$ cat src/rtl/assert_macros.svh
// assertion macros used by the top-level rtl file
`ifndef ASSERT_MACROS_SVH
`define ASSERT_MACROS_SVH

// same-cycle implication, checked outside reset
`define ASSERT_IMPLIES(label, clk, rst_n, ante, cons) \
    label: assert property (@(posedge clk) disable iff (!rst_n) (ante) |-> (cons)) \
        else $error("assertion failed: same-cycle implication");

// next-cycle implication, checked outside reset
`define ASSERT_NEXT(label, clk, rst_n, ante, cons) \
    label: assert property (@(posedge clk) disable iff (!rst_n) (ante) |=> (cons)) \
        else $error("assertion failed: next-cycle implication");

`endif

$ cat src/rtl/pofdt_pkg.sv
// package: position codes, register indexes and timer state type
package pofdt_pkg;

    localparam int unsigned POS_W    = 3;
    localparam int unsigned TIME_W   = 32;
    localparam int unsigned PRESET_W = 31;

    localparam logic [POS_W-1:0] POS_OFF        = 3'd0;
    localparam logic [POS_W-1:0] POS_MOM_UP     = 3'd1;
    localparam logic [POS_W-1:0] POS_HELD_UP    = 3'd2;
    localparam logic [POS_W-1:0] POS_MOM_DOWN   = 3'd3;
    localparam logic [POS_W-1:0] POS_HELD_DOWN  = 3'd4;
    localparam logic [POS_W-1:0] POS_MOM_FLOAT  = 3'd5;
    localparam logic [POS_W-1:0] POS_HELD_FLOAT = 3'd6;
    localparam logic [POS_W-1:0] POS_INVALID    = 3'd7;

    localparam logic [1:0] REG_PRESET_UP    = 2'd0;
    localparam logic [1:0] REG_PRESET_DOWN  = 2'd1;
    localparam logic [1:0] REG_PRESET_FLOAT = 2'd2;

    typedef struct packed {
        logic [POS_W-1:0]  cmd;
        logic [POS_W-1:0]  out;
        logic [TIME_W-1:0] start;
    } t_state;

endpackage

$ cat src/rtl/four_position_off_delay_timer_top.sv
// off-delay timer for a three-direction switch: top level with apb presets
// usage
//   input channel (i_in_valid / o_in_ready) moves one transfer per scan tick:
//   an optional new commanded position and the current millisecond time
//   output channel (o_out_valid / i_out_ready) returns one transfer per
//   input transfer: output position, commanded position and elapsed time
//   a transfer taken lands in the input register, is stepped against the timer
//   state and is held in the result register that drives the output ports
//   throughput is one transfer per cycle unless the receiver stalls; the
//   combinational step (one 32-bit subtract, one preset compare and the
//   position decode) sets that figure
//   presets are written over apb at byte offsets 0 (up), 4 (down), 8 (float)
//   and should only change while no transfer is in flight
//   reset clears presets, commanded position, timer output and start time
//   when the receiver stalls the result holds, the input register keeps one
//   more transfer, and o_in_ready drops only once both stages are full
module four_position_off_delay_timer_top (
    input  logic                                  i_clk,
    input  logic                                  i_rst_n,
    // input channel
    input  logic                                  i_in_valid,
    output logic                                  o_in_ready,
    input  logic                                  i_load_request,
    input  logic [pofdt_pkg::POS_W-1:0]           i_request_position,
    input  logic signed [pofdt_pkg::TIME_W-1:0]   i_now_ms,
    // output channel
    output logic                                  o_out_valid,
    input  logic                                  i_out_ready,
    output logic [pofdt_pkg::POS_W-1:0]           o_output_position,
    output logic [pofdt_pkg::POS_W-1:0]           o_command_position,
    output logic signed [pofdt_pkg::TIME_W-1:0]   o_elapsed_ms,
    // apb configuration port
    input  logic                                  psel,
    input  logic                                  penable,
    input  logic                                  pwrite,
    input  logic [3:0]                            paddr,
    input  logic [31:0]                           pwdata,
    output logic [31:0]                           prdata,
    output logic                                  pready
);

`include "assert_macros.svh"

    // preset registers
    logic [pofdt_pkg::PRESET_W-1:0] r_preset_up;
    logic [pofdt_pkg::PRESET_W-1:0] r_preset_down;
    logic [pofdt_pkg::PRESET_W-1:0] r_preset_float;

    // input register
    logic                                 r_in_vld;
    logic                                 r_in_load;
    logic [pofdt_pkg::POS_W-1:0]          r_in_req;
    logic signed [pofdt_pkg::TIME_W-1:0]  r_in_now;

    // timer state
    pofdt_pkg::t_state r_state;
    pofdt_pkg::t_state n_state;

    // result register
    logic                                 r_out_vld;
    logic [pofdt_pkg::POS_W-1:0]          r_out_pos;
    logic [pofdt_pkg::POS_W-1:0]          r_out_cmd;
    logic signed [pofdt_pkg::TIME_W-1:0]  r_out_elapsed;
    logic signed [pofdt_pkg::TIME_W-1:0]  n_elapsed;

    logic in_xfer;
    logic advance;
    logic cfg_wr;

    // the step fires when the input register holds a transfer and the result register is free or being drained
    assign advance    = r_in_vld && (!r_out_vld || i_out_ready);
    assign o_in_ready = !r_in_vld || advance;
    assign in_xfer    = i_in_valid && o_in_ready;

    assign o_out_valid        = r_out_vld;
    assign o_output_position  = r_out_pos;
    assign o_command_position = r_out_cmd;
    assign o_elapsed_ms       = r_out_elapsed;

    // apb: zero wait states, register index in paddr[3:2]
    assign pready = 1'b1;
    assign cfg_wr = psel && penable && pwrite && pready;

    always_comb begin
        case (paddr[3:2])
            pofdt_pkg::REG_PRESET_UP:    prdata = {1'b0, r_preset_up};
            pofdt_pkg::REG_PRESET_DOWN:  prdata = {1'b0, r_preset_down};
            pofdt_pkg::REG_PRESET_FLOAT: prdata = {1'b0, r_preset_float};
            default:                     prdata = 32'd0;
        endcase
    end

    always_ff @(posedge i_clk) begin
        if (!i_rst_n) begin
            r_preset_up    <= '0;
            r_preset_down  <= '0;
            r_preset_float <= '0;
        end else if (cfg_wr) begin
            case (paddr[3:2])
                pofdt_pkg::REG_PRESET_UP:    r_preset_up    <= pwdata[pofdt_pkg::PRESET_W-1:0];
                pofdt_pkg::REG_PRESET_DOWN:  r_preset_down  <= pwdata[pofdt_pkg::PRESET_W-1:0];
                pofdt_pkg::REG_PRESET_FLOAT: r_preset_float <= pwdata[pofdt_pkg::PRESET_W-1:0];
                default: begin
                end
            endcase
        end
    end

    // step logic between input register and result register
    pofdt_step u_step (
        .i_state            (r_state),
        .i_load_request     (r_in_load),
        .i_request_position (r_in_req),
        .i_now_ms           (r_in_now),
        .i_preset_up_ms     (r_preset_up),
        .i_preset_down_ms   (r_preset_down),
        .i_preset_float_ms  (r_preset_float),
        .o_state            (n_state),
        .o_elapsed_ms       (n_elapsed)
    );

    // control and state
    always_ff @(posedge i_clk) begin
        if (!i_rst_n) begin
            r_in_vld  <= 1'b0;
            r_out_vld <= 1'b0;
            r_state   <= '0;
        end else begin
            if (in_xfer) begin
                r_in_vld <= 1'b1;
            end else if (advance) begin
                r_in_vld <= 1'b0;
            end
            if (advance) begin
                r_out_vld <= 1'b1;
                r_state   <= n_state;
            end else if (i_out_ready) begin
                r_out_vld <= 1'b0;
            end
        end
    end

    // payload
    always_ff @(posedge i_clk) begin
        if (in_xfer) begin
            r_in_load <= i_load_request;
            r_in_req  <= i_request_position;
            r_in_now  <= i_now_ms;
        end
        if (advance) begin
            r_out_pos     <= n_state.out;
            r_out_cmd     <= n_state.cmd;
            r_out_elapsed <= n_elapsed;
        end
    end

    // checks
    `ASSERT_IMPLIES(a_cmd_never_invalid, i_clk, i_rst_n, 1'b1,
        r_state.cmd != pofdt_pkg::POS_INVALID)
    `ASSERT_IMPLIES(a_out_pos_legal, i_clk, i_rst_n, o_out_valid,
        o_output_position != pofdt_pkg::POS_INVALID)
    `ASSERT_NEXT(a_step_gives_result, i_clk, i_rst_n, advance, o_out_valid)
    `ASSERT_NEXT(a_accept_fills_input, i_clk, i_rst_n, in_xfer, r_in_vld)

endmodule

$ cat src/rtl/pofdt_step.sv
// one timer step: next state and elapsed time from the current state and one item
module pofdt_step (
    input  pofdt_pkg::t_state                         i_state,
    input  logic                                      i_load_request,
    input  logic [pofdt_pkg::POS_W-1:0]               i_request_position,
    input  logic signed [pofdt_pkg::TIME_W-1:0]       i_now_ms,
    input  logic [pofdt_pkg::PRESET_W-1:0]            i_preset_up_ms,
    input  logic [pofdt_pkg::PRESET_W-1:0]            i_preset_down_ms,
    input  logic [pofdt_pkg::PRESET_W-1:0]            i_preset_float_ms,
    output pofdt_pkg::t_state                         o_state,
    output logic signed [pofdt_pkg::TIME_W-1:0]       o_elapsed_ms
);

    logic [pofdt_pkg::POS_W-1:0]    cmd;
    logic [pofdt_pkg::TIME_W-1:0]   elapsed;
    logic [pofdt_pkg::PRESET_W-1:0] preset_sel;
    logic                           reached;

    assign cmd          = i_load_request ? i_request_position : i_state.cmd;
    assign elapsed      = i_now_ms - i_state.start;
    assign o_elapsed_ms = elapsed;

    // preset of the direction the output currently drives
    always_comb begin
        case (i_state.out) inside
            pofdt_pkg::POS_MOM_UP, pofdt_pkg::POS_HELD_UP: begin
                preset_sel = i_preset_up_ms;
            end
            pofdt_pkg::POS_MOM_DOWN, pofdt_pkg::POS_HELD_DOWN: begin
                preset_sel = i_preset_down_ms;
            end
            default: begin
                preset_sel = i_preset_float_ms;
            end
        endcase
    end

    // negative elapsed never reaches a preset
    assign reached = !elapsed[pofdt_pkg::TIME_W-1]
                     && (elapsed[pofdt_pkg::PRESET_W-1:0] >= preset_sel);

    always_comb begin
        o_state       = i_state;
        o_state.cmd   = cmd;
        case (cmd) inside
            pofdt_pkg::POS_OFF: begin
                case (i_state.out) inside
                    pofdt_pkg::POS_MOM_UP, pofdt_pkg::POS_HELD_UP,
                    pofdt_pkg::POS_MOM_DOWN, pofdt_pkg::POS_HELD_DOWN,
                    pofdt_pkg::POS_MOM_FLOAT, pofdt_pkg::POS_HELD_FLOAT: begin
                        if (reached) begin
                            o_state.out = pofdt_pkg::POS_OFF;
                        end
                    end
                    default: begin
                        o_state.out = pofdt_pkg::POS_OFF;
                    end
                endcase
            end
            pofdt_pkg::POS_MOM_UP, pofdt_pkg::POS_MOM_DOWN, pofdt_pkg::POS_MOM_FLOAT: begin
                if (i_state.out != pofdt_pkg::POS_OFF) begin
                    // second press cancels
                    o_state.out = pofdt_pkg::POS_OFF;
                    o_state.cmd = pofdt_pkg::POS_OFF;
                end else begin
                    o_state.start = i_now_ms;
                    o_state.out   = cmd;
                end
            end
            pofdt_pkg::POS_HELD_UP, pofdt_pkg::POS_HELD_DOWN, pofdt_pkg::POS_HELD_FLOAT: begin
                if (i_state.out == cmd - 3'd1) begin
                    o_state.out = cmd;
                end
            end
            default: begin
                o_state.out = pofdt_pkg::POS_OFF;
                o_state.cmd = pofdt_pkg::POS_OFF;
            end
        endcase
    end

endmodule
$ cat config.mk
export PLATFORM = sky130hd
export DESIGN_NAME = four_position_off_delay_timer_top
export DESIGN_NICKNAME = d
export VERILOG_FILES = /design/src/rtl/pofdt_pkg.sv /design/src/rtl/four_position_off_delay_timer_top.sv /design/src/rtl/pofdt_step.sv
export VERILOG_INCLUDE_DIRS = /design/src /design/src/rtl
export SDC_FILE = /design/constraint.sdc
export NUM_CORES = 1
export LEC_CHECK = 0
export ABC_AREA = 1
export ABC_CLOCK_PERIOD_IN_PS = 4000
export BUFFER_PORTS_ARGS = -buffer_cell sky130_fd_sc_hd__buf_2
export CAP_MARGIN = 15
export CORE_MARGIN = 2
export CORE_UTILIZATION = 23
export CTS_BUF_LIST = sky130_fd_sc_hd__clkbuf_8
export DETAILED_ROUTE_END_ITERATION = 8
export PLACE_DENSITY_LB_ADDON = 0.12
export SLEW_MARGIN = 20
export SYNTH_ARGS = -nofsm -noshare
export SYNTH_HDL_FRONTEND = slang
export SYNTH_SLANG_ARGS = --single-unit
$ cat constraint.sdc
create_clock -name i_clk -period 4 [get_ports i_clk]
set_input_delay 0.2 -clock i_clk [delete_from_list [all_inputs] [get_ports i_clk]]
set_output_delay 0.2 -clock i_clk [all_outputs]
set_load 0.02 [all_outputs]
==> impl_metrics.env <==
export IMPL_status="finished clean"
export IMPL_synth_area_leaders="dfxtp_1 24%, edfxtp_1 20%, nand2_1 9.3%, ha_1 7.6%, o21ai_0 7.5%"
export IMPL_numPortBuffers=146
export IMPL_ant_nets=0
export IMPL_critPathSlowestCell="fa_1"
export IMPL_clock_skew_ns=0.0315
export IMPL_powerDensity_nw_per_um2=422
export IMPL_die_w_um=224
export IMPL_synth_top_area_cell="dfxtp_1"
export IMPL_yosys_area_top_type_share_pct=24.0
export IMPL_setup_tns_ns=0
export IMPL_root_buffer="clkbuf_8"
export IMPL_netlist_area_sq_um=11100
export IMPL_max_stage_delay_ns=0.40
export IMPL_syn_inst=1418
export IMPL_cp_data_required_time_ns=4.49
export IMPL_path_delay_family="simple AND/OR/NAND/NOR gates"
export IMPL_start_util_pct=23.3
export IMPL_grt_pass1_vias=10000
export IMPL_grt_pass1_wl_um=57400
export IMPL_htreeDepth=2
export IMPL_endpoint_kind="register"
export IMPL_vias=10200
export IMPL_gp_congestion=0.857
export IMPL_drc=0
export IMPL_pin_count=152
export IMPL_cp_arrival_ns=4.02
export IMPL_wirelength_um=37500
export IMPL_area_growth_pct=28.1
export IMPL_power_leakage_nw=5.93
export IMPL_finalHoldViolations=0
export IMPL_yosys_warnings=0
export IMPL_crit_buf_inv=4
export IMPL_dieArea_sq_um=50000
export IMPL_overflow=0
export IMPL_avgSynthCellArea_sq_um=7.83
export IMPL_drive_above_1_share_pct=16.5
export IMPL_critPathLaunchType="register"
export IMPL_clk_pin_slew_ns=0.07
export IMPL_synth_seq_area_share_pct=44.0
export IMPL_cap_violations=0
export IMPL_min_path_type="in -> reg"
export IMPL_rsz0062_at_grt="false"
export IMPL_synth_ff_type="dfxtp_1"
export IMPL_cts_inserted_buffers=43
export IMPL_slew_viol_final=0
export IMPL_wl_per_cell_um=16.3
export IMPL_drt_iter0_markers=437
export IMPL_place_hpwl_um=26300
export IMPL_finalCritPeriodShare_pct=88.2
export IMPL_max_slew_margin_pct=29.5
export IMPL_cts_tree="built"
export IMPL_layout_min_cycle_time_ns=3.53
export IMPL_vias_per_cell=4.43
export IMPL_cts_num_sinks=207
export IMPL_power_mw=6.00
export IMPL_fmax_mhz=283
export IMPL_insertion_delay_ns=0.60
export IMPL_synth_cell_type_count=46
export IMPL_detailedRoute_firstPassIterationCount=5
export IMPL_coreArea_sq_um=47600
export IMPL_setup_violations=0
export IMPL_synth_most_common_cell="nand2_1"
export IMPL_grt_antenna_before_repair=0
export IMPL_track_usage_pct=14.9
export IMPL_clock_path_buffers=3
export IMPL_syn_nets=1565
export IMPL_tightest_slew_ns=1.06
export IMPL_hold_slack_ns=0.157
export IMPL_postCtsSetupBuffers=0
export IMPL_final_nets=1797
export IMPL_synth_seq_cells=207
export IMPL_grt_max_degree=66
export IMPL_crit_path_max_fanout=4
export IMPL_peakVddDrop_mv=0.200
export IMPL_yosys_top_cells_count="275 x nand2_1, 193 x nor2_1, 167 x o21ai_0"
export IMPL_synth_edff_count=74
export IMPL_rows=80
export IMPL_die_h_um=224
export IMPL_async_reset_ff_share_pct=0
export IMPL_path_class="reg -> reg"
export IMPL_crit_top_cell="nand2_1"
-- state kept, by name, indices dropped and copies added, names as in the netlist, 3 cells and up --
name,cells
r_preset_float,31
r_preset_down,31
r_preset_up,31
o_command_position,3
r_state,38
r_in_now,32
o_output_position,3
o_elapsed_ms,32
r_in_req,3
-- cells in the final DEF (no fill, tap or decap), types with 2 or more instances in the layout --
| cell | count |
|---|---|
| nor3_1 | 7 |
| inv_2 | 7 |
| dlygate4sd3_1 | 70 |
| o21ai_1 | 6 |
| nor2_1 | 191 |
| edfxtp_1 | 74 |
| ha_1 | 67 |
| a31oi_1 | 2 |
| conb_1 | 2 |
| a21o_1 | 6 |
| xnor2_1 | 10 |
| nand2_1 | 272 |
| clkbuf_8 | 57 |
| clkinv_1 | 3 |
| o21ai_0 | 167 |
| nand3_1 | 34 |
| nand3_2 | 2 |
| buf_4 | 30 |
| clkinv_2 | 4 |
| o21ai_2 | 6 |
| bufinv_16 | 2 |
| inv_1 | 150 |
| buf_2 | 145 |
| o211ai_1 | 51 |
| a21oi_1 | 107 |
| a21oi_2 | 2 |
| o21bai_1 | 6 |
| nand2_2 | 9 |
| nor2_4 | 2 |
| nand3b_1 | 3 |
| nand4_1 | 12 |
| nor2_2 | 5 |
| xor2_1 | 23 |
| dfxtp_1 | 133 |
-- layout make-up --
type | count | area (sq um)
flip-flops and latches | 207 | 4880
repair buffers | 246 | 1670
diodes | 1 | 2.50
multi-input cells | 1006 | 5420
clock buffers | 57 | 785
clock inverters | 20 | 133
fillers | 5231 | 33400
well taps | 615 | 769
inverters | 146 | 548
-- where the power goes --
| group | internal, mW | total, mW | switching (mW) | leakage, nW |
|---|---|---|---|---|
| Sequential | 2.30 | 2.35 | 0.0492 | 1.79 |
| Clock | 1.39 | 2.40 | 1.01 | 0.517 |
| Combinational | 0.464 | 1.25 | 0.785 | 3.62 |
-- metrics by stage --
stage          util (%)  setup WS [ns]  std cells  cell area, sq um
4_1_cts            29.8          0.312       2297             14200
6_report           29.8          0.472       2298             14200
2_1_floorplan         -          0.806       1418             11100
3_5_place_dp       26.4          0.348       2150             12600
5_1_grt            29.8         0.0155       2297             14200
3_3_place_gp       26.4          0.330       2150             12600
-- path summary, 6_finish.rpt --
check              startpoint           to  slack, ns  cells past startpoint
setup / recovery  r_in_now[0]  r_state[33]       0.47                     27
hold / removal        i_rst_n  r_state[17]       0.16                      3
hold reg to reg    r_state[7]   r_state[7]       0.45                      2
setup reg to reg  r_in_now[0]  r_state[33]       0.47                     27
-- cells by family (layout without fill, tap and decap cells) --
family                   count (synthesis)  count (layout)  share of synthesized area (%)
XOR/XNOR                                33              33                           2.60
flip-flops                             207             207                           44.0
AO/OA/AOI/OAI                          362             362                           18.4
AND/OR/NAND/NOR                        541             541                           19.8
buffers and inverters                  205             469                           7.40
other                                    2               3                         0.0677
adder cells (fa/ha/maj)                 68              68                           7.73
-- worst reg2reg max path: stages (launching register included) --
cell      delay (ns)
edfxtp_1        0.35
inv_1           0.08
ha_1            0.14
inv_1           0.06
fa_1            0.40
nand3_1         0.11
nand2_2         0.09
a21boi_4        0.23
inv_1           0.06
nand3_1         0.08
nand2_2         0.09
nand2_1         0.08
nand2_2         0.07
nand2_1         0.07
nand2_1         0.06
xor2_1          0.16
ha_1            0.33
nand2_1         0.10
nor2_2          0.13
nand4_1         0.08
nor2_1          0.09
nand2_1         0.06
nand3_1         0.08
nand3_2         0.13
nand2_1         0.11
nand3_1         0.07
nand2_1         0.09
inv_1           0.04
-- metal layers --
layer	vias to the layer above	wire (um)	global-route usage [%]
met2	206	17300	24.8
met1	4696	17400	19.2
met4	0	1090	5.85
li1	5205	-	-
met5	-	0	0
met3	66	1680	2.70
-- repair_timing --
item / 4_1_cts / 5_1_grt
hold buffers: 70 / 0
hold endpoints to repair: 131 / 0
endpoints found under the setup margin: 0 / 6
gates resized for setup: 0 / 4
(Power assumes the default switching activity.)
